`src/hdl/wspl_pkg.sv`:
```
// Shared types, constants and saturation helpers for the wheel speed PID loop.
// Used by every module of the block; depends on nothing else.
`default_nettype none

package wspl_pkg;

   localparam int WSPL_WHEELS = 6;
   localparam int WSPL_PPR    = 8192;

   localparam int RPM_NUM  = 60000;
   localparam int DEN_W    = 49;
   localparam int REM_W    = DEN_W + 1;
   localparam int QUO_W    = 46;
   localparam int STEP_W   = 6;
   localparam int DERIV_STEPS = 32;
   localparam int MAG_W    = 48;
   localparam int PROD_W   = 64;
   localparam int SUM_W    = 52;

   localparam logic [31:0] PROP_GAIN_RST  = 32'd42949673;
   localparam logic [31:0] INTEG_GAIN_RST = 32'd121118;
   localparam logic [31:0] DERIV_GAIN_RST = 32'd0;
   localparam logic [15:0] SPEED_LIM_RST  = 16'd600;
   localparam logic [15:0] DUTY_LIM_RST   = 16'd32768;

   typedef enum logic [2:0] {
      CSR_PROP_GAIN  = 3'd0,
      CSR_INTEG_GAIN = 3'd1,
      CSR_DERIV_GAIN = 3'd2,
      CSR_SPEED_LIM  = 3'd3,
      CSR_DUTY_LIM   = 3'd4
   } csr_index_type;

   typedef struct packed {
      logic signed [31:0] prev_error;
      logic signed [47:0] error_integral;
      logic signed [47:0] accum_output;
      logic               dir_bit;
   } wheel_state_type;

   typedef struct packed {
      logic              start;
      logic [REM_W-1:0]  r_init;
      logic [QUO_W-1:0]  bits;
      logic [STEP_W-1:0] steps;
      logic [DEN_W-1:0]  den;
   } div_req_type;

   function automatic logic signed [47:0] sat48(input logic signed [SUM_W-1:0] v);
      logic signed [SUM_W-1:0] hi;
      logic signed [SUM_W-1:0] lo;
      hi = 52'sh0_7FFF_FFFF_FFFF;
      lo = -hi - 52'sd1;
      if (v > hi) begin
         return 48'sh7FFF_FFFF_FFFF;
      end else if (v < lo) begin
         return 48'sh8000_0000_0000;
      end
      return v[47:0];
   endfunction

   function automatic logic signed [31:0] sat32(input logic signed [47:0] v);
      logic signed [47:0] hi;
      logic signed [47:0] lo;
      hi = 48'sh0000_7FFF_FFFF;
      lo = -hi - 48'sd1;
      if (v > hi) begin
         return 32'sh7FFF_FFFF;
      end else if (v < lo) begin
         return 32'sh8000_0000;
      end
      return v[31:0];
   endfunction

endpackage

`default_nettype wire

```
`src/hdl/wspl_state_mem.sv`:
```
// Per-wheel controller state memory with a registered read.
// Entries not yet written read as zero. Depends on wspl_pkg.
`default_nettype none

module wspl_state_mem #(
   parameter int WHEELS = 6,
   localparam int AW = (WHEELS > 1) ? $clog2(WHEELS) : 1
) (
   input  wire                      clock,
   input  wire                      reset,
   input  wire                      rd_en,
   input  wire  [AW-1:0]            rd_addr,
   output wspl_pkg::wheel_state_type rd_data,
   input  wire                      wr_en,
   input  wire  [AW-1:0]            wr_addr,
   input  wspl_pkg::wheel_state_type wr_data
);
   import wspl_pkg::*;

   wheel_state_type mem_ff [WHEELS];
   wheel_state_type rd_data_ff;
   logic [WHEELS-1:0] valid_ff;
   logic              rd_valid_ff;

   always_ff @(posedge clock) begin
      if (wr_en) begin
         mem_ff[wr_addr] <= wr_data;
      end
      if (rd_en) begin
         rd_data_ff <= mem_ff[rd_addr];
      end
   end

   always_ff @(posedge clock) begin
      if (reset) begin
         valid_ff    <= '0;
         rd_valid_ff <= 1'b0;
      end else begin
         if (wr_en) begin
            valid_ff[wr_addr] <= 1'b1;
         end
         if (rd_en) begin
            rd_valid_ff <= valid_ff[rd_addr];
         end
      end
   end

   assign rd_data = rd_valid_ff ? rd_data_ff : '0;

endmodule

`default_nettype wire

```
`config.mk`:
```
export PLATFORM = sky130hd
export DESIGN_NAME = wspl_state_mem
export DESIGN_NICKNAME = d
export VERILOG_FILES = /design/src/hdl/wspl_pkg.sv /design/src/hdl/wspl_state_mem.sv
export SDC_FILE = /design/constraint.sdc
export NUM_CORES = 1
export LEC_CHECK = 0
export BUFFER_PORTS_ARGS = -buffer_cell sky130_fd_sc_hd__clkbuf_2
export CAP_MARGIN = 20
export CORE_MARGIN = 5
export CORE_UTILIZATION = 64
export CTS_CLUSTER_DIAMETER = 200
export DETAILED_ROUTE_END_ITERATION = 10
export GPL_TIMING_DRIVEN = 1
export MAX_ROUTING_LAYER = met4
export PLACE_DENSITY = 0.85
export SYNTH_ARGS = -nofsm -noshare
export SYNTH_HDL_FRONTEND = slang
export SYNTH_SLANG_ARGS = --single-unit
```
`constraint.sdc`:
```
create_clock -name clock -period 23.8 [get_ports clock]
set_clock_uncertainty 0.2 [all_clocks]
set_input_delay 1.19 -clock clock [delete_from_list [all_inputs] [get_ports clock]]
set_output_delay 1.19 -clock clock [all_outputs]
set_load 0.1 [all_outputs]
```
==> reports/qor.yml, run 1 <==
min_from: "valid_ff[4]"
cp-start-kind: "flop"
crit_path_max_incr_delay_ps: 850
path_clk_slew_ps: 60
synth_area_per_cell_sq_um: 20.40
worst_slew_pin_slew_ps: 1031
die_h_um: 240.6
final_cell_mix: "edfxtp_1 (903), clkbuf_2 (263), nor2_1 (139)"
synth_nets: 1808
clk_path_buf_depth: 3
cts.root.buffer_cell: "clkbuf_16"
ys_dominant_reg_cell: "edfxtp_1"
cts_tree: "yes"
crit-reg2reg-launch: "mem_ff[1][58]"
rsz0062_at_grt: "false"
reg2reg_slack_ps: 22160
max_freq_mhz: 229.7
finalHoldViolCount: 0
die_x_um: 240.6
endpoint_kind: "output pin"
post_cts_buffers: 0
syn_area_sq_um: 34040
htree_levels: 3
nNetsFinal: 2101
holdBufCountCts: 0
totalWireLength_um: 68350
drt_first_pass_iters: 5
powerDensity_nw_per_um2: 87.60
status: "finished, final reports clean"
drv_slew: 0
critPathSlowestCell: "buf_4"
holdWs_ps: 277.7
place_inst: 2561
fin_crit_sh_pct: 18.29
cts_made_buffers: 87
syn_inst: 1669
routabilityCongestion: 0.7221
setup-tns-final_ps: 0
grt_pass1_vias: 17540
setup_viol: 0
clk_latency_ps: 630
holdPathEnd: "valid_ff[4]"
antenna_found_initial: 11
first_iter_violations: 1385
start_util_pct: 64.65
placed_area_sq_um: 36040
ctsResizeCount: 0
vias_per_cell: 6.067
track_usage_pct: 24.81
area_growth_pct: 14.06
post_drt_wl_per_cell_um: 25.01
relSlewSlack_pct: 31.27
crit_chain: "buf_4, and2_1, clkbuf_2"
synth_top_cell_area_share_pct: 79.65
crit_arrival_ps: 2960
coreArea_sq_um: 52660
grt-ovfl-total: 0
drv_cap: 0
synth-seq-cells: 910
min_path_cells: 2
ys_seq_area_share_pct: 80.06
min_period_ps: 4353
critPathMaxFanout: 99
drc: 0
hpwlAfterDp_um: 35670
numPortBuffers: 267
clkSinkCount: 910
worst_setup_path_startpoint: "rd_valid_ff"
ys_types: 27
r2r_end: "rd_data_ff[58]"
synth_area_leaders: "edfxtp_1 (80%), mux4_2 (8.5%), mux2i_1 (3.9%)"
grt_max_degree: 111
worstSetupPathType: "reg2out"
reg2reg_depth: 3
grt_pass1_wl_um: 103400
cpLargestDelayFamily: "buffers and inverters"
final_common_cell: "edfxtp_1"
fill_cells: 2896
placementRows: 84
synth_edf_count: 903
path_buf_inv: 2
die-area_sq_um: 57910
ant_nets: 0
p_leak_nw: 13.46
vdd_drop_max_mv: 0.09648
io_pins: 268
synth_warnings: 0
final_layout_size_suffix_gt1_share_pct: 27.08
finalInstanceArea_sq_um: 38830
synth_area_leader_cell: "edfxtp_1"
hp-class: "reg2reg"
vias: 16580
synthArstFlopShare_pct: 0
critPathRequiredTime_ps: 22410
fin_cells: 2733
[cell type report]
cell class                      instances  area (sq um)  area share, %
Multi-Input combinational cell        672          6361          16.38
Clock inverter                         52         462.9          1.192
Clock buffer                          106          2291          5.900
Antenna cell                           14         35.03        0.09022
Tap cell                              688         860.8          2.217
Timing Repair Buffer                  291          1560          4.018
Sequential cell                       910         27260          70.20
[Yosys cell counts (2+ instances only)]
master	instances
and2_1	129
buf_2	15
a21oi_1	129
buf_1	8
dfxtp_1	7
nor2_1	139
edfxtp_1	903
mux4_2	129
buf_6	8
nor4bb_1	2
mux2i_1	131
buf_4	18
clkbuf_1	37
[worst min-delay path, stage by stage, from the launching register on]
cell	delay, ps
dfxtp_1	330
nor2_1	50
nor2_1	70
[report_power, final]
part           internal [mW]  total, mW  switching [mW]
registers               1.83       1.85          0.0163
clock network          0.772       1.33           0.559
logic                 0.0653      0.224           0.159
total                   2.67       3.40           0.734
[cell families after synthesis]
group	synth area share, %
simple gates	4.120
flops	80.06
mux	12.42
buf+inv	1.400
compound gates	1.999
[state kept, by name, indices dropped and copies added, names as in the netlist]
| signal | flops |
|---|---|
| rd_data_ff | 129 |
| mem_ff | 774 |
| valid_ff | 6 |
| rd_valid_ff | 1 |
[how the worst max path moves through the flow]
stage	to	slack (ps)	cells past startpoint
final	rd_data[125]	19450	3
after CTS	rd_data[125]	19340	3
after global placement	rd_data_ff[47]	19900	5
after detailed placement	rd_data_ff[39]	19870	5
after global routing	rd_data[125]	19270	3
after floorplan	mem_ff[0][0]	7960	1
[through the flow]
| stage | power, mW | setup slack (ps) | util, % |
|---|---|---|---|
| CTS | 3.428 | 19340 | 73.68 |
| detailed placement | 2.104 | 19870 | 68.45 |
| global placement | 2.093 | 19900 | 68.45 |
| global route | 3.520 | 19270 | 73.73 |
| floorplan | 2.040 | 7957 | - |
| finish | 3.402 | 19450 | 73.75 |
[per-layer routing]
metal / share of wire [%] / GRT usage, % / vias up
li1: - / - / 7247
met1: 37 / 32.42 / 8562
met2: 52 / 40.29 / 666
met3: 8.3 / 5.142 / 107
met4: 2.5 / 7.875 / 0
met5: 0 / - / -
Note: power is estimated with default switching activity, not from simulation.
==> run 2: changes to the inputs <==
--- a/config.mk
+++ b/config.mk
@@ -8,12 +8,12 @@
 export BUFFER_PORTS_ARGS = -buffer_cell sky130_fd_sc_hd__clkbuf_2
 export CAP_MARGIN = 20
 export CORE_MARGIN = 5
-export CORE_UTILIZATION = 64
+export CORE_UTILIZATION = 59
 export CTS_CLUSTER_DIAMETER = 200
 export DETAILED_ROUTE_END_ITERATION = 10
 export GPL_TIMING_DRIVEN = 1
 export MAX_ROUTING_LAYER = met4
-export PLACE_DENSITY = 0.85
+export PLACE_DENSITY = 0.8
 export SYNTH_ARGS = -nofsm -noshare
 export SYNTH_HDL_FRONTEND = slang
 export SYNTH_SLANG_ARGS = --single-unit
==> constraint.sdc (replaced) <==
create_clock -name clock -period 4.46 [get_ports clock]
set_clock_uncertainty 0.2 [all_clocks]
set_input_delay 0.223 -clock clock [delete_from_list [all_inputs] [get_ports clock]]
set_output_delay 0.223 -clock clock [all_outputs]
set_load 0.1 [all_outputs]
==> run 2 against run 1 <==
Net effect: final cell count is 7.4% higher; register-to-register slack got worse by 19000 ps; sequential power grew to 5.3 times the previous value; via count increased by 1.9%; clock power rose to 5.3 times the previous value; power rose to 5.3 times the previous value.
==> reports/qor.yml, run 2 (synthesis results as in run 1) <==
fin_cells: 2935  # +7.4%
die_h_um: 250.2  # +4.0%
setup_viol: 0  # unchanged
track_usage_pct: 22.80  # -2.0 points
clk_path_buf_depth: 3  # unchanged
htree_levels: 3  # unchanged
nNetsFinal: 2233  # +6.3%
final_common_cell: "edfxtp_1"
reg2reg_depth: 3  # unchanged
hp-class: "in2reg"
numPortBuffers: 267  # unchanged
reg2reg_slack_ps: 2860  # -19,300 ps
layout_setup_ws_ps: 1450  # -18,000 ps
drc: 0  # unchanged
antenna_found_initial: 9  # -2
pre_cts_ws_ps: 1901  # -17,970 ps
critPathRequiredTime_ps: 4040  # -18,370 ps
drv_cap: 0  # unchanged
start_util_pct: 59.23  # -5.4 points
p_total_mw: 18.19  # +430%
worst_slew_pin_slew_ps: 1151  # +119.9 ps
clkSinkCount: 910  # unchanged
clk_latency_ps: 620  # about the same
fin_crit_sh_pct: 67.50
area_growth_pct: 18.51
cp-start-kind: "flop"
first_iter_violations: 1354  # -2.2%
totalWireLength_um: 69410  # +1.6%
endpoint_kind: "output pin"
grt_pass1_vias: 17760  # +1.2%
r2r_end: "rd_data_ff[11]"
die-area_sq_um: 62610  # +8.1%
drt_first_pass_iters: 7  # +2
holdPathEnd: "rd_data_ff[121]"
critPathMaxFanout: 73  # -26%
fin_util_pct: 70.20  # -3.5 points
grt_max_degree: 112  # +0.90%
crit-reg2reg-launch: "mem_ff[3][11]"
final_cell_mix: "edfxtp_1 (903), clkbuf_2 (263), nor2_1 (139)"
status: "finished, final reports clean"
p_leak_nw: 14.03  # +4.3%
io_pins: 268  # unchanged
finalInstanceArea_sq_um: 40350  # +3.9%
holdWs_ps: 48.05  # -229.6 ps
largest_reg_flops: 774  # unchanged
vias: 16900  # +1.9%
place_inst: 2638  # +3.0%
cts_tree: "yes"
path_clk_slew_ps: 60  # about the same
coreArea_sq_um: 57480  # +9.2%
post_drt_wl_per_cell_um: 23.65  # -5.4%
holdBufCountCts: 132  # +132
placementRows: 88  # +4.8%
vias_per_cell: 5.756  # -5.1%
cts_made_buffers: 87  # unchanged
worstSetupPathType: "reg2out"
setup-tns-final_ps: 0  # unchanged
ant_nets: 0  # unchanged
relSlewSlack_pct: 23.28  # -8.0 points
top_register: "mem_ff"
reg_top3: "mem_ff: 774 flops, rd_data_ff: 129 flops, valid_ff: 6 flops"
hpwlAfterDp_um: 35760  # +0.25%
placed_area_sq_um: 36290  # +0.69%
min_period_ps: 3010
grt-ovfl-total: 0  # unchanged
grt_pass1_wl_um: 106300  # +2.8%
post_cts_buffers: 0  # unchanged
rsz0062_at_grt: "false"
min_from: "rd_en"
finalHoldViolCount: 0  # unchanged
powerDensity_nw_per_um2: 450.9  # +410%
cts.root.buffer_cell: "clkbuf_16"
max_freq_mhz: 332.2
ctsResizeCount: 0  # unchanged
final_layout_size_suffix_gt1_share_pct: 25.42  # -1.7 points
vdd_drop_max_mv: 0.3631  # +280%
die_x_um: 250.2  # +4.0%
routabilityCongestion: 0.7377  # +2.2%
min_path_cells: 1  # -1
drv_slew: 0  # unchanged
crit_arrival_ps: 2590  # -370 ps
[run 2: critical path, stage by stage (launching register included)]
cell and delay, ps:
dfxtp_4 920, buf_12 300, and2_1 230, clkbuf_2 490
[run 2: metal layers]
layer | GRT usage, % | share of wire, %
met1 | 30.08 | 40
met2 | 37.28 | 51
met3 | 4.216 | 6.8
met4 | 6.549 | 2.4
met5 | - | 0
[run 2: how the worst max path moves through the flow]
stage	start	to	cells after the start	slack (ps)
2_1_floorplan	wr_addr[1]	mem_ff[1][0]	1	-640
3_3_place_gp	rd_addr[0]	rd_data_ff[82]	5	1890
3_5_place_dp	rd_addr[0]	rd_data_ff[80]	5	1900
4_1_cts	rd_valid_ff	rd_data[34]	3	1390
5_1_grt	rd_valid_ff	rd_data[34]	3	1340
6_report	rd_valid_ff	rd_data[34]	3	1450
[run 2: report_power, final]
group | internal [mW] | leakage (nW) | switching (mW) | total, mW
sequential | 9.77 | 8.33 | 0.0933 | 9.86
combinational | 0.434 | 4.37 | 0.869 | 1.30
clock | 4.04 | 1.33 | 2.99 | 7.03
total | 14.2 | 14.0 | 3.95 | 18.2
[run 2: final cells by class]
type | instances | area [sq um]
Antenna cell | 10 | 25.02
Clock buffer | 102 | 2276
Clock inverter | 53 | 432.9
Fill cell | 3464 | 17130
Multi-Input combinational cell | 672 | 6376
Sequential cell | 910 | 27260
Tap cell | 765 | 957.2
Timing Repair Buffer | 423 | 3019
==> run 3: changes to the inputs <==
==> constraint.sdc (replaced) <==
create_clock -name clock -period 2.86 [get_ports clock]
set_clock_uncertainty 0.2 [all_clocks]
set_input_delay 0.143 -clock clock [delete_from_list [all_inputs] [get_ports clock]]
set_output_delay 0.143 -clock clock [all_outputs]
set_load 0.1 [all_outputs]
==> run 3 against run 2 <==
Net effect: register-to-register slack got worse by 1700 ps; core utilization rose by 1.0 points; combinational power rose by 61%; non-clock buffer count rose by 20; clock power rose by 65%; largest cell class unchanged; via count rose by 1.7%; worst setup slack got worse by 1200 ps; critical path depth did not move; die area did not move; largest power group unchanged; final cell count rose by 0.85%; critical endpoint is now rd_data[70]; power rose by 60%; first-iteration DRC count fell by 6.4%.
==> reports/qor.yml, run 3 (synthesis results as in run 1) <==
status: "finished, final reports clean"
clk_path_buf_depth: 3  # unchanged
holdBufCountCts: 137  # +3.8%
max_freq_mhz: 379.6
setup_viol: 0  # unchanged
hp-class: "in2reg"
post_drt_wl_per_cell_um: 23.90  # +1.0%
ant_nets: 0  # unchanged
holdPathEnd: "rd_data_ff[14]"
final_cell_mix: "edfxtp_1 (903), clkbuf_2 (263), nor2_1 (139)"
min_from: "rd_addr[1]"
vias_per_cell: 5.803  # +0.81%
grt-ovfl-total: 0  # unchanged
setup-tns-final_ps: 0  # unchanged
endpoint_kind: "output pin"
final_layout_size_suffix_gt1_share_pct: 26.22  # +0.81 points
numPortBuffers: 267  # unchanged
reg2reg_depth: 3  # unchanged
hpwlAfterDp_um: 37130  # +3.8%
area_growth_pct: 20.25
nNetsFinal: 2253  # +0.90%
multi_input_area_sq_um: 6384  # +0.12%
drv_slew: 0  # unchanged
die-area_sq_um: 62610  # unchanged
start_util_pct: 59.23  # unchanged
wl_met3_um: 4585  # -2.8%
track_usage_pct: 23.55  # +0.75 points
ctsResizeCount: 0  # unchanged
die_x_um: 250.2  # unchanged
p_leak_nw: 14.30  # +1.9%
grt_max_degree: 89  # -21%
reg_top3: "mem_ff: 774 flops, rd_data_ff: 129 flops, valid_ff: 6 flops"
grt_pass1_wl_um: 109400  # +2.9%
top_layer_used: "met4"
seq_area_sq_um: 27260  # unchanged
drv_cap: 0  # unchanged
placementRows: 88  # unchanged
relSlewSlack_pct: 52.83  # +30 points
post_cts_buffers: 0  # unchanged
crit_arrival_ps: 2290  # -300 ps
coreArea_sq_um: 57480  # unchanged
fin_util_pct: 71.23  # +1.0 points
p_total_mw: 29.08  # +60%
cts_made_buffers: 87  # unchanged
htree_levels: 3  # unchanged
antenna_found_initial: 11  # +2
crit-reg2reg-launch: "mem_ff[2][89]"
drc: 0  # unchanged
drt_first_pass_iters: 6  # -1
critPathMaxFanout: 42  # -42%
worst_slew_pin_slew_ps: 707.5  # -443.2 ps
first_iter_violations: 1268  # -6.4%
totalWireLength_um: 70730  # +1.9%
vdd_drop_max_mv: 0.5318  # +46%
r2r_end: "rd_data_ff[89]"
critPathRequiredTime_ps: 2520  # -1520 ps
place_inst: 2653  # +0.57%
holdWs_ps: 74.64  # +26.59 ps
io_pins: 268  # unchanged
min_path_cells: 4  # +3
worstSetupPathType: "reg2out"
wl_met2_um: 35970  # +1.4%
grt_pass1_vias: 18380  # +3.5%
rsz0062_at_grt: "false"
reg2reg_slack_ps: 1200  # -1660 ps
wl_met1_um: 28710  # +4.2%
top_register: "mem_ff"
fin_cells: 2960  # +0.85%
cts_tree: "yes"
routabilityCongestion: 0.7475  # +1.3%
cts.root.buffer_cell: "clkbuf_16"
largest_reg_flops: 774  # unchanged
fill_cells: 3365  # -2.9%
die_h_um: 250.2  # unchanged
cp-start-kind: "flop"
powerDensity_nw_per_um2: 710.2  # +58%
fin_crit_sh_pct: 92.12
path_clk_slew_ps: 60  # about the same
final_common_cell: "edfxtp_1"
clk_latency_ps: 630  # about the same
clkSinkCount: 910  # unchanged
finalHoldViolCount: 0  # unchanged
min_period_ps: 2635
vias: 17180  # +1.7%
run 3: metrics by stage:
| stage | area (sq um) | worst slack [ps] |
|---|---|---|
| global route | 40940 | 102.0 |
| floorplan | 34110 | -2158 |
| finish | 40940 | 225.5 |
| global placement | 36620 | 775.5 |
| CTS | 40910 | 162.6 |
| detailed placement | 36620 | 763.6 |
run 3: worst max path at each step:
stage,endpoint,start,cells after the start,slack (ps)
after global routing,rd_data[18],rd_valid_ff,3,100
final,rd_data[70],rd_valid_ff,3,230
after detailed placement,rd_data_ff[10],rd_addr[0],5,760
after floorplan,mem_ff[1][0],wr_addr[1],1,-2160
after CTS,rd_data[70],rd_valid_ff,3,160
after global placement,rd_data_ff[39],rd_addr[0],5,780
run 3: layout make-up:
type	instances	area share [%]
antenna	10	0.06112
clock buffer	104	5.782
clock inverter	56	1.348
multi-input combinational	672	15.59
sequential	910	66.59
tap	765	2.338
timing repair buffer	443	8.292
run 3: worst max-delay path: stages, from the launching register on:
cell and delay [ps]:
dfxtp_4 690, buf_12 260, and2_1 220, clkbuf_2 500
run 3: where the power goes:
part | switching, mW | total [mW] | internal [mW]
clock | 4.72 | 11.6 | 6.89
sequential | 0.153 | 15.4 | 15.2
combinational | 1.37 | 2.09 | 0.715
total | 6.24 | 29.1 | 22.8
run 3: per-layer routing:
| layer | up-vias | track usage, % |
|---|---|---|
| met1 | 8918 | 31.61 |
| met4 | 0 | 6.534 |
| li1 | 7549 | - |
| met5 | - | - |
| met2 | 615 | 38.15 |
| met3 | 95 | 4.288 |
