**config.mk**
```make
export PLATFORM = sky130hd
export DESIGN_NAME = wspl_div
export DESIGN_NICKNAME = d
export VERILOG_FILES = /design/src/hdl/wspl_pkg.sv /design/src/hdl/wspl_div.sv
export SDC_FILE = /design/constraint.sdc
export NUM_CORES = 1
export LEC_CHECK = 0
export ABC_AREA = 1
export BUFFER_PORTS_ARGS = -buffer_cell sky130_fd_sc_hd__buf_2
export CORE_MARGIN = 2
export CORE_UTILIZATION = 40
export CTS_CLUSTER_DIAMETER = 60
export DETAILED_ROUTE_END_ITERATION = 8
export PLACE_DENSITY = 0.65
export SLEW_MARGIN = 20
export SYNTH_ARGS = -nofsm -noshare
export SYNTH_HDL_FRONTEND = slang
export SYNTH_SLANG_ARGS = --single-unit
```
**constraint.sdc**
```tcl
create_clock -name clock -period 11.5 [get_ports clock]
set_input_delay 2.3 -clock clock [delete_from_list [all_inputs] [get_ports clock]]
set_output_delay 2.3 -clock clock [all_outputs]
set_load 0.01 [all_outputs]
```
**src/hdl/wspl_pkg.sv**
```systemverilog
// Shared types, constants and saturation helpers for the wheel speed PID loop.
// Used by every module of the block; depends on nothing else.
`default_nettype none

package wspl_pkg;

   localparam int WSPL_WHEELS = 6;
   localparam int WSPL_PPR    = 8192;

   localparam int RPM_NUM  = 60000;
   localparam int DEN_W    = 49;
   localparam int REM_W    = DEN_W + 1;
   localparam int QUO_W    = 46;
   localparam int STEP_W   = 6;
   localparam int DERIV_STEPS = 32;
   localparam int MAG_W    = 48;
   localparam int PROD_W   = 64;
   localparam int SUM_W    = 52;

   localparam logic [31:0] PROP_GAIN_RST  = 32'd42949673;
   localparam logic [31:0] INTEG_GAIN_RST = 32'd121118;
   localparam logic [31:0] DERIV_GAIN_RST = 32'd0;
   localparam logic [15:0] SPEED_LIM_RST  = 16'd600;
   localparam logic [15:0] DUTY_LIM_RST   = 16'd32768;

   typedef enum logic [2:0] {
      CSR_PROP_GAIN  = 3'd0,
      CSR_INTEG_GAIN = 3'd1,
      CSR_DERIV_GAIN = 3'd2,
      CSR_SPEED_LIM  = 3'd3,
      CSR_DUTY_LIM   = 3'd4
   } csr_index_type;

   typedef struct packed {
      logic signed [31:0] prev_error;
      logic signed [47:0] error_integral;
      logic signed [47:0] accum_output;
      logic               dir_bit;
   } wheel_state_type;

   typedef struct packed {
      logic              start;
      logic [REM_W-1:0]  r_init;
      logic [QUO_W-1:0]  bits;
      logic [STEP_W-1:0] steps;
      logic [DEN_W-1:0]  den;
   } div_req_type;

   function automatic logic signed [47:0] sat48(input logic signed [SUM_W-1:0] v);
      logic signed [SUM_W-1:0] hi;
      logic signed [SUM_W-1:0] lo;
      hi = 52'sh0_7FFF_FFFF_FFFF;
      lo = -hi - 52'sd1;
      if (v > hi) begin
         return 48'sh7FFF_FFFF_FFFF;
      end else if (v < lo) begin
         return 48'sh8000_0000_0000;
      end
      return v[47:0];
   endfunction

   function automatic logic signed [31:0] sat32(input logic signed [47:0] v);
      logic signed [47:0] hi;
      logic signed [47:0] lo;
      hi = 48'sh0000_7FFF_FFFF;
      lo = -hi - 48'sd1;
      if (v > hi) begin
         return 32'sh7FFF_FFFF;
      end else if (v < lo) begin
         return 32'sh8000_0000;
      end
      return v[31:0];
   endfunction

endpackage

`default_nettype wire

```
**src/hdl/wspl_div.sv**
```systemverilog
// Restoring shift-subtract divider, one quotient bit per cycle.
// Depends on wspl_pkg for widths and the request struct.
`default_nettype none

module wspl_div (
   input  wire                     clock,
   input  wire                     reset,
   input  wspl_pkg::div_req_type   req,
   output logic                    busy,
   output logic [wspl_pkg::QUO_W-1:0] quot
);
   import wspl_pkg::*;

   logic              busy_ff, busy_in;
   logic [STEP_W-1:0] cnt_ff, cnt_in;
   logic [REM_W-1:0]  rem_ff, rem_in;
   logic [QUO_W-1:0]  bits_ff, bits_in;
   logic [QUO_W-1:0]  quo_ff, quo_in;
   logic [DEN_W-1:0]  den_ff, den_in;
   logic [REM_W-1:0]  rem_shift;
   logic              ge;

   always_comb begin
      rem_shift = {rem_ff[REM_W-2:0], bits_ff[QUO_W-1]};
      ge        = rem_shift >= {1'b0, den_ff};
      busy_in   = busy_ff;
      cnt_in    = cnt_ff;
      rem_in    = rem_ff;
      bits_in   = bits_ff;
      quo_in    = quo_ff;
      den_in    = den_ff;
      if (req.start) begin
         busy_in = 1'b1;
         cnt_in  = req.steps;
         rem_in  = req.r_init;
         bits_in = req.bits;
         quo_in  = '0;
         den_in  = req.den;
      end else if (busy_ff) begin
         rem_in  = ge ? rem_shift - {1'b0, den_ff} : rem_shift;
         bits_in = {bits_ff[QUO_W-2:0], 1'b0};
         quo_in  = {quo_ff[QUO_W-2:0], ge};
         cnt_in  = cnt_ff - STEP_W'(1);
         if (cnt_ff == STEP_W'(1)) begin
            busy_in = 1'b0;
         end
      end
   end

   always_ff @(posedge clock) begin
      if (reset) begin
         busy_ff <= 1'b0;
         cnt_ff  <= '0;
      end else begin
         busy_ff <= busy_in;
         cnt_ff  <= cnt_in;
      end
   end

   always_ff @(posedge clock) begin
      rem_ff  <= rem_in;
      bits_ff <= bits_in;
      quo_ff  <= quo_in;
      den_ff  <= den_in;
   end

   assign busy = busy_ff;
   assign quot = quo_ff;

endmodule

`default_nettype wire

```
==> run summary, run 1 <==
Total GRT Usage - 21.60%
CTS tree - done
Combinational Power Share - 38.1%
Outcome - completed
Crit Path Max Fanout - 97
Hold EP - quot[45]
Die area - 33,420 um2
Overall power - 2444 uW
Synth Register Bits - 197
Most frequent cell on the critical path - buf_4
Largest net degree at the start of global routing - 98
Fin util - 46.65%
Syn_area_per_cell - 6.955 um2
Final wirelength - 34,920 um
Synth area leader - edfxtp_1
Initial Util - 40.53%
Max VDD drop - 0.1297 mV
RR Startpoint - rem_ff[27]
Lkg Pwr - 0.007903 uW
Core area - 31,560 um2
Hold buffers post-CTS - 0
Post-DRT Antenna Nets - 0
CP Launch Type - input pin
Min Tclk post-route - 5.452 ns
Main synth FF type - edfxtp_1
Post-synth net total - 2,045
Initial antenna violation count - 6
Rel. slew slack - 29.34%
Wire length per cell - 14.37 um
Worst-case reg-to-reg path depth - 13
Setup violations, final - 0
Req. time, crit path - 11.58 ns
Kind of end point of the critical path - flip-flop
Nets - 2,218
Worst r2r dst - rem_ff[28]
IO Count - 201
Clock network power share - 25.4%
Sinks on Clock Net - 197
Vias in the first global route - 11,290
Switching Share - 39.06%
Synth cell count leaders - nand2_1, inv_1, edfxtp_1
Area share of the largest cell type after synthesis - 33.81%
Die Y-Extent - 182.8 um
Critical Path AT - 5.54 ns
Final Hold Viols - 0
Post-Syn Instances - 1,839
Power Density - 166.0 nW/um2
Reg2reg setup slack - 7.61 ns
Layout cells sized above 1 - 13.38%
H-tree depth - 4
Max_cap viols - 0
Max-slew violations - 0
Clk pin slew, worst setup/hold paths - 0.07 ns
Remaining DRCs - 0
Slowest CP cell - buf_4
EDFF count, synth - 144
Longest Clk Path Bufs - 2
Final period util - 47.40%
Async S/R FF share, synth - 0%
DR pass1 iterations - 5
Clk_lat worst skew - 0.46 ns
Worst Hold Class - flip-flop to flip-flop
Yosys warns - 0
Int Pwr - 1489 uW
Drt via density - 4.684
Initial DRC Count - 550
Area grow syn2layout - 15.08%
Sequential power share - 36.6%
Die Span X - 182.8 um
Post-CTS resize count - 0
Hold path cells - 2
Top post-synthesis cells by area - edfxtp_1, nand2_1, inv_1
GP Congestion - 0.8954
CTS Root Buffer Type - clkbuf_16
Unrepaired setup endpoints after global routing - no
Cell variety after synth - 39
First-pass GRT wire length - 56,860 um
Cells along the critical path - buf_4 > buf_4 > nor2_1 > inv_4 > buf_4
Worst Skew - 0.01707 ns
Critical path's largest stage delay - 0.86 ns
NetSw - 954.4 uW
Kind of critical path - input pin to flip-flop
Worst-Margin Slew - 1.060 ns
Vias - 11,380
Worst setup margin - 6.049 ns
# rows - 65
Synthesized area - 12,790 um2
IO buf count - 199
DP Worst Slack - 5.443 ns
Count leader, synth - nand2_1
FMAX - 0.1834 GHz
Gr ovfl total - 0
Cts bufs inserted - 17
Hold path start - quot[45]
Sequential-to-total area share from yosys stat - 42.11%
Postcts setup bufs - 0
Setup Total Neg Slack - 0 ns
Detailed Place HPWL - 26,770 um
==> worst max-delay path by stage <==
stage             start           to  slack, ns
3_5_place_dp   req[151]   bits_ff[8]       5.44
3_3_place_gp   req[151]   bits_ff[8]       5.56
5_1_grt        req[151]  bits_ff[31]       5.65
4_1_cts        req[151]  bits_ff[28]       5.96
6_report       req[151]  bits_ff[16]       6.05
2_1_floorplan  req[151]   bits_ff[0]       5.76
==> power groups by stage <==
stage                     Combinational, uW  Clock [uW]  Sequential, uW
after floorplan                         687           0             901
after global placement                  923           0             907
after detailed placement                932           0             909
after CTS                               938         634             894
after global routing                   1080         659             903
final                                   930         620             894
==> routing by layer <==
metal	routed length [um]	track usage [%]	vias up
met3	2153	6.275	32
met5	63	0	-
met2	15980	35.63	209
met1	16270	27.93	5103
met4	457	5.440	10
li1	-	-	6027
==> sequential cells by signal, indices dropped and copies added, names as in the netlist <==
name     flops
busy         1
rem_ff      49
cnt_ff       6
bits_ff     46
den_ff      49
quot        46
==> cell families after synthesis <==
logic type,after synthesis,share of synthesized area [%]
DFF,197,42.11
xor gates and xnor gates,26,1.780
buffers and inverters,455,13.80
AOI/OAI and AO/OA,89,4.040
and+or+nand+nor,1020,33.12
adders and majority gates,52,5.146
==> metrics by stage <==
stage               cell area, um2  std cells  hold slack [ns]
CTS                          14710       2427           0.4759
floorplan                    12790       1839           0.4618
global route                 14710       2427           0.5070
finish                       14720       2430           0.4650
global placement             14100       2395           0.4385
detailed placement           14100       2395           0.4573
==> cell usage in the layout (no fill, tap or decap), types with 10 or more instances in the layout <==
cell / netlist / layout
a21oi_1: 29 / 29
buf_2: 7 / 198
clkbuf_16: 0 / 18
dfxtp_1: 53 / 53
edfxtp_1: 144 / 144
ha_1: 51 / 51
inv_1: 394 / 393
inv_2: 9 / 10
nand2_1: 739 / 739
nand3_1: 97 / 97
nand4_1: 62 / 62
nor2_1: 90 / 90
o22ai_1: 44 / 44
xnor2_1: 25 / 25
==> final cells by class <==
class / instances / area [um2]
diodes: 3 / 7.507
clock buffers: 20 / 478.0
clock inverters: 12 / 131.4
fillers: 3302 / 16840
inverters: 404 / 1519
multi-input cells: 1187 / 5652
flip-flops and latches: 197 / 5385
well taps: 402 / 503.0
repair buffers: 205 / 1044
==> critical path, delay by kind of cell <==
kind | cells | cell delay (ns)
AND/OR/NAND/NOR | 1 | 0.28
buffers and inverters | 4 | 2.83
No activity file was read; power rests on OpenSTA's default activity.
==> inputs of run 2 (changes only) <==
==> constraint.sdc (replaced) <==
create_clock -name clock -period 5.66 [get_ports clock]
set_input_delay 1.132 -clock clock [delete_from_list [all_inputs] [get_ports clock]]
set_output_delay 1.132 -clock clock [all_outputs]
set_load 0.01 [all_outputs]
==> run summary, run 2 (same netlist as run 1, synthesis figures left out) <==
Min Tclk post-route - 3.241 ns
Initial antenna violation count - 6 (unchanged)
RR Startpoint - rem_ff[23]
Clk pin slew, worst setup/hold paths - 0.07 ns (about the same)
Post-DRT Antenna Nets - 0 (unchanged)
DR pass1 iterations - 5 (unchanged)
Longest Clk Path Bufs - 2 (unchanged)
Vias - 11,430 (+0.40%)
Fin util - 46.71% (+0.063 points)
Initial DRC Count - 627 (+14%)
CTS Root Buffer Type - clkbuf_16
Post-CTS resize count - 0 (unchanged)
CP Launch Type - flip-flop
Clock network power share - 25.5% (about the same)
Worst-Margin Slew - 1.009 ns (-0.05105 ns)
Worst Hold Class - flip-flop to flip-flop
# rows - 65 (unchanged)
Max_cap viols - 0 (unchanged)
Detailed Place HPWL - 26,980 um (+0.80%)
Vias in the first global route - 11,300 (+0.13%)
Critical Path AT - 3.44 ns (-2.10 ns)
Die Y-Extent - 182.8 um (unchanged)
Kind of end point of the critical path - flip-flop
Switching Share - 39.09% (about the same)
Final period util - 57.26%
Hold path cells - 2 (unchanged)
Wire length per cell - 14.53 um (+1.1%)
Setup Total Neg Slack - 0 ns (unchanged)
FMAX - 0.3086 GHz
Largest net degree at the start of global routing - 97 (-1.0%)
Worst-case reg-to-reg path depth - 14 (+1)
Worst Skew - 0.02097 ns (+0.003899 ns)
Commonest cells after routing, fill and taps aside - nand2_1, inv_1, buf_2, edfxtp_1, nand3_1
Sinks on Clock Net - 197 (unchanged)
Req. time, crit path - 5.86 ns (-5.72 ns)
Worst setup margin - 2.419 ns (-3.629 ns)
Die area - 33,420 um2 (unchanged)
Nets - 2,221 (+0.14%)
Area grow syn2layout - 15.24%
Worst r2r dst - rem_ff[30]
Unrepaired setup endpoints after global routing - no
Non-filler cells, final - 2,434 (+0.16%)
Clk_lat worst skew - 0.46 ns (about the same)
Sequential power share - 36.6% (about the same)
Cts bufs inserted - 17 (unchanged)
Final Hold Viols - 0 (unchanged)
Max-slew violations - 0 (unchanged)
Total GRT Usage - 21.82% (+0.22 points)
Overall power - 4963 uW (+100%)
First-pass GRT wire length - 57,640 um (+1.4%)
Kind of critical path - flip-flop to flip-flop
Remaining DRCs - 0 (unchanged)
DP Worst Slack - 1.942 ns (-3.501 ns)
CTS tree - done
Postcts setup bufs - 0 (unchanged)
NetSw - 1940 uW (+100%)
Initial Util - 40.53% (unchanged)
Die Span X - 182.8 um (unchanged)
Commonest non-fill, non-tap cell in the layout - nand2_1
Hold buffers post-CTS - 0 (unchanged)
Int Pwr - 3023 uW (+100%)
Setup violations, final - 0 (unchanged)
Reg2reg setup slack - 2.42 ns (-5.19 ns)
IO Count - 201 (unchanged)
Top Registers - den_ff x49, rem_ff x49
Outcome - completed
Layout cells sized above 1 - 13.51% (+0.13 points)
GP Congestion - 0.9387 (+4.8%)
Core area - 31,560 um2 (unchanged)
Placed Cells - 2,398 (+0.13%)
H-tree depth - 4 (unchanged)
Max VDD drop - 0.2685 mV (+110%)
Combinational Power Share - 37.9% (-0.2 points)
Power Density - 336.7 nW/um2 (+100%)
Hold EP - quot[45]
Final wirelength - 35,350 um (+1.2%)
IO buf count - 199 (unchanged)
Crit Path Max Fanout - 50 (-48%)
Lkg Pwr - 0.007891 uW (-0.16%)
Drt via density - 4.695 (+0.24%)
Rel. slew slack - 32.74% (+3.4 points)
Hold path start - quot[45]
Gr ovfl total - 0 (unchanged)
[run 2: area by class of cell]
class                           instances  area (um2)
Clock inverter                         15       181.4
Fill cell                            3326       16820
Antenna cell                            4       10.01
Tap cell                              402       503.0
Sequential cell                       197        5385
Inverter                              404        1521
Multi-Input combinational cell       1187        5647
Clock buffer                           17       425.4
Timing Repair Buffer                  208        1066
[run 2: critical path, cell delays in order, from the launching register on]
cell      delay (ns)
edfxtp_1        0.42
ha_1            0.37
nand2_1         0.12
nor2_1          0.22
inv_1           0.12
nor2_2          0.15
nand2_1         0.11
inv_2           0.11
nand4_4         0.09
buf_4           0.32
nand3_2         0.14
buf_4           0.47
nand2_1         0.13
nand3_1         0.10
nand2_1         0.07
[run 2: how the worst max path moves through the flow]
stage                     slack (ns)         end  startpoint
after floorplan                 1.09  bits_ff[0]    req[151]
after global placement          2.06    quot[39]    req[151]
after detailed placement        1.94     quot[2]    req[151]
after CTS                       2.42  rem_ff[30]  rem_ff[24]
after global routing            2.14  rem_ff[28]  rem_ff[36]
final                           2.42  rem_ff[30]  rem_ff[23]
[run 2: routing by layer]
layer / share of wire (%) / GRT usage [%] / vias to the layer above
li1: - / - / 6038
met1: 46 / 28.21 / 5116
met2: 47 / 36.53 / 238
met3: 6.8 / 6.493 / 27
met4: 0.92 / 4.128 / 8
met5: 0.10 / 0 / -
[run 2: stage by stage]
| stage | hold WS (ns) | cell area [um2] |
|---|---|---|
| 4_1_cts | 0.4635 | 14730 |
| 6_report | 0.4593 | 14740 |
| 5_1_grt | 0.4932 | 14730 |
| 2_1_floorplan | 0.4618 | 12790 |
| 3_5_place_dp | 0.4436 | 14120 |
| 3_3_place_gp | 0.4400 | 14120 |
[run 2: power by group through the flow]
stage	Combinational, uW	Clock, uW	Sequential (uW)
after detailed placement	1880	0	1850
after global placement	1860	0	1840
after global routing	2180	1350	1840
after floorplan	1400	0	1830
final	1880	1270	1820
after CTS	1890	1290	1820
==> inputs of run 3 (changes only) <==
--- a/config.mk
+++ b/config.mk
@@ -5,7 +5,7 @@
 export SDC_FILE = /design/constraint.sdc
 export NUM_CORES = 1
 export LEC_CHECK = 0
-export ABC_AREA = 1
+export ABC_AREA = 0
 export BUFFER_PORTS_ARGS = -buffer_cell sky130_fd_sc_hd__buf_2
 export CORE_MARGIN = 2
 export CORE_UTILIZATION = 40
==> constraint.sdc (replaced) <==
create_clock -name clock -period 3.2 [get_ports clock]
set_input_delay 0.64 -clock clock [delete_from_list [all_inputs] [get_ports clock]]
set_output_delay 0.64 -clock clock [all_outputs]
set_load 0.01 [all_outputs]
==> run summary, run 3 <==
Kind of end point of the critical path - flip-flop
Final period util - 102.2% (+45 points)
Req. time, crit path - 3.40 ns (-2.46 ns)
Synth cell count leaders - edfxtp_1, nor2_1, mux2_2
Vias in the first global route - 8,710 (-23%)
Post-synth net total - 1,236 (-40%)
Cell variety after synth - 65 (+67%)
Largest net degree at the start of global routing - 95 (-2.1%)
Commonest non-fill, non-tap cell in the layout - buf_2
Max_cap viols - 0 (unchanged)
First-pass GRT wire length - 43,420 um (-25%)
EDFF count, synth - 144 (unchanged)
Area share of the largest cell type after synthesis - 38.51% (+4.7 points)
NetSw - 3877 uW (+100%)
Main synth FF type - edfxtp_1
Synth Area in Compound Gates - 12.00% (+8.0 points)
Synth Register Bits - 197 (unchanged)
Async S/R FF share, synth - 0% (unchanged)
Placed Instance Area - 13,200 um2 (-6.5%)
Final wirelength - 27,550 um (-22%)
IO Count - 201 (unchanged)
Detailed Place HPWL - 20,190 um (-25%)
Initial Util - 40.53% (about the same)
Final Hold Viols - 0 (unchanged)
Die Span X - 171.6 um (-6.2%)
Hold buffers post-CTS - 0 (unchanged)
Worst setup margin - -0.07112 ns (-2.490 ns)
Vias - 8,697 (-24%)
RR Startpoint - bits_ff[45]
Die Y-Extent - 171.6 um (-6.2%)
Min Tclk post-route - 3.271 ns (+0.03045 ns)
Power Density - 788.7 nW/um2 (+130%)
Lkg Pwr - 0.006168 uW (-22%)
Fill cells - 2,523 (-24%)
Clock network power share - 21.1% (-4.4 points)
IO buf count - 199 (unchanged)
Area grow syn2layout - 27.89%
Sinks on Clock Net - 197 (unchanged)
GP Congestion - 0.8874 (-5.5%)
Int Pwr - 7450 uW (+150%)
Setup violations, final - 32 (+32)
Top Registers - den_ff x49, rem_ff x49
Hold path cells - 1 (-1)
CTS tree - done
Sequential power share - 30.6% (-6.0 points)
Hold path start - req[38]
Cts bufs inserted - 17 (unchanged)
# rows - 61 (-6.2%)
Yosys warns - 0 (unchanged)
Switching Share - 34.22% (-4.9 points)
Gr ovfl total - 0 (unchanged)
Worst-case reg-to-reg path depth - 14 (unchanged)
CP Launch Type - flip-flop
Multiplexer share of the synthesized area - 15.74% (+16 points)
Worst-Margin Slew - 0.6408 ns (-0.3681 ns)
Nets - 1,506 (-32%)
Initial DRC Count - 521 (-17%)
Rel. slew slack - 57.28% (+25 points)
FMAX - 0.3057 GHz (-0.93%)
Overall power - 11,330 uW (+130%)
Reg2reg setup slack - -0.07 ns (-2.49 ns)
Initial antenna violation count - 11 (+5)
Max VDD drop - 0.5359 mV (+100%)
Largest family of logic cells by synthesized area - multiplexers
Non-filler cells, final - 1,697 (-30%)
Worst r2r dst - rem_ff[34]
Drt via density - 5.125 (+9.2%)
Layout cells sized above 1 - 37.47% (+24 points)
Failing checks - setup timing
Kind of critical path - flip-flop to flip-flop
Hold EP - den_ff[38]
Core area - 27,710 um2 (-12%)
Unrepaired setup endpoints after global routing - yes
Post-Syn Instances - 1,030 (-44%)
Max-slew violations - 0 (unchanged)
Outcome - complete, but fails checks
Commonest cells after routing, fill and taps aside - buf_2, edfxtp_1, nor2_1, buf_4, mux2_2
Post-synthesis adder-cell area fraction - 5.861% (+0.71 points)
Clk_lat worst skew - 0.46 ns (about the same)
Remaining DRCs - 0 (unchanged)
Fraction of the mapped netlist area in simple logic gates - 10.46% (-23 points)
Syn_area_per_cell - 10.90 um2 (+57%)
Setup Total Neg Slack - -1.551 ns (-1.551 ns)
Final Cell Area - 14,360 um2 (-2.6%)
Post-DRT Antenna Nets - 0 (unchanged)
Longest Clk Path Bufs - 2 (unchanged)
CTS Root Buffer Type - clkbuf_16
Combinational Power Share - 48.3% (+10 points)
Post-Synth XOR/XNOR Area - 3.510% (+1.7 points)
Synthesized area - 11,230 um2 (-12%)
Die area - 29,430 um2 (-12%)
Top post-synthesis cells by area - edfxtp_1, dfxtp_1, mux2_2
Count leader, synth - edfxtp_1
Crit Path Max Fanout - 5 (-90%)
Wire length per cell - 16.24 um (+12%)
H-tree depth - 4 (unchanged)
Placed Cells - 1,647 (-31%)
Synth area leader - edfxtp_1
Critical Path AT - 3.47 ns (+0.03 ns)
Worst Skew - 0.01629 ns (-0.004686 ns)
Clk pin slew, worst setup/hold paths - 0.08 ns (about the same)
Worst Hold Class - input pin to flip-flop
Total GRT Usage - 18.90% (-2.9 points)
DR pass1 iterations - 5 (unchanged)
Sequential-to-total area share from yosys stat - 47.96% (+5.9 points)
run 3: cell types whose count changed in the layout (fill, tap and decap cells not counted), moves of 48 or more:
cell / before / now
nand4_1: 62 / 14
inv_1: 393 / 67
buf_4: 10 / 90
mux2_2: 0 / 81
nand3_1: 97 / 16
nand2_1: 739 / 60
run 3: per-stage QoR:
stage          utilization (%)  setup slack (ns)  hold slack, ns
4_1_cts                  50.58          -0.05460          0.3218
3_5_place_dp             47.65           -0.1713          0.4768
3_3_place_gp             47.65           -0.1185          0.4766
5_1_grt                  51.80           -0.1863          0.3314
2_1_floorplan                -           0.04063          0.5163
6_report                 51.84          -0.07112          0.3486
run 3: power groups by stage:
stage	Combinational, uW	Sequential (uW)	Clock (uW)
3_5_place_dp	4950	3490	0
5_1_grt	5980	3520	2540
2_1_floorplan	3560	3420	0
6_report	5470	3470	2390
3_3_place_gp	4880	3480	0
4_1_cts	5140	3450	2450
run 3: how the worst max path moves through the flow:
stage / end / from / depth (start not counted)
after global placement: rem_ff[44] / rem_ff[20] / 11
after CTS: rem_ff[27] / bits_ff[45] / 14
after detailed placement: rem_ff[47] / rem_ff[3] / 10
final: rem_ff[34] / bits_ff[45] / 14
after global routing: rem_ff[28] / bits_ff[45] / 14
after floorplan: rem_ff[10] / bits_ff[45] / 15
run 3: layout make-up:
type	count	area [um2]	area share, %
multi-input cells	716	5683	39.57
clock buffers	18	450.4	3.136
repair buffers	300	1894	13.19
flip-flops and latches	197	5386	37.51
clock inverters	14	203.9	1.420
diodes	6	15.01	0.1045
well taps	378	473.0	3.293
inverters	68	255.2	1.777
run 3: repair_timing:
item,in CTS,in global routing
gates resized for setup,19,56
buffers inserted,3,6
hold endpoints to repair,0,0
gates cloned,2,1
endpoints found under the setup margin,41,46
pin swaps,5,22
run 3: cells by family (layout without fill, tap and decap cells):
kind of cell,after synthesis,after routing
AO/OA/AOI/OAI,213,213
XOR/XNOR,45,45
adder cells (fa/ha/maj),52,52
buffers and inverters,117,400
flip-flops,197,197
multiplexers,154,154
other,0,6
AND/OR/NAND/NOR,252,252
run 3: worst max-delay path, stage by stage, from the launching register on:
cell,delay [ns]
edfxtp_1,0.38
inv_1,0.07
ha_1,0.16
inv_1,0.06
fa_2,0.39
a21oi_4,0.21
o2bb2ai_4,0.09
a31oi_4,0.18
a21oi_2,0.09
o2111ai_2,0.21
a21oi_2,0.10
or2_4,0.34
clkbuf_16,0.19
mux2_4,0.29
mux2_2,0.26
run 3: metal layers:
metal | track usage, % | part of all wire (%) | vias up
met3 | 7.409 | 8.4 | 40
met1 | 23.18 | 43 | 4099
met5 | 0 | 0.26 | -
li1 | - | - | 4310
met2 | 30.02 | 46 | 236
met4 | 7.111 | 2.0 | 12
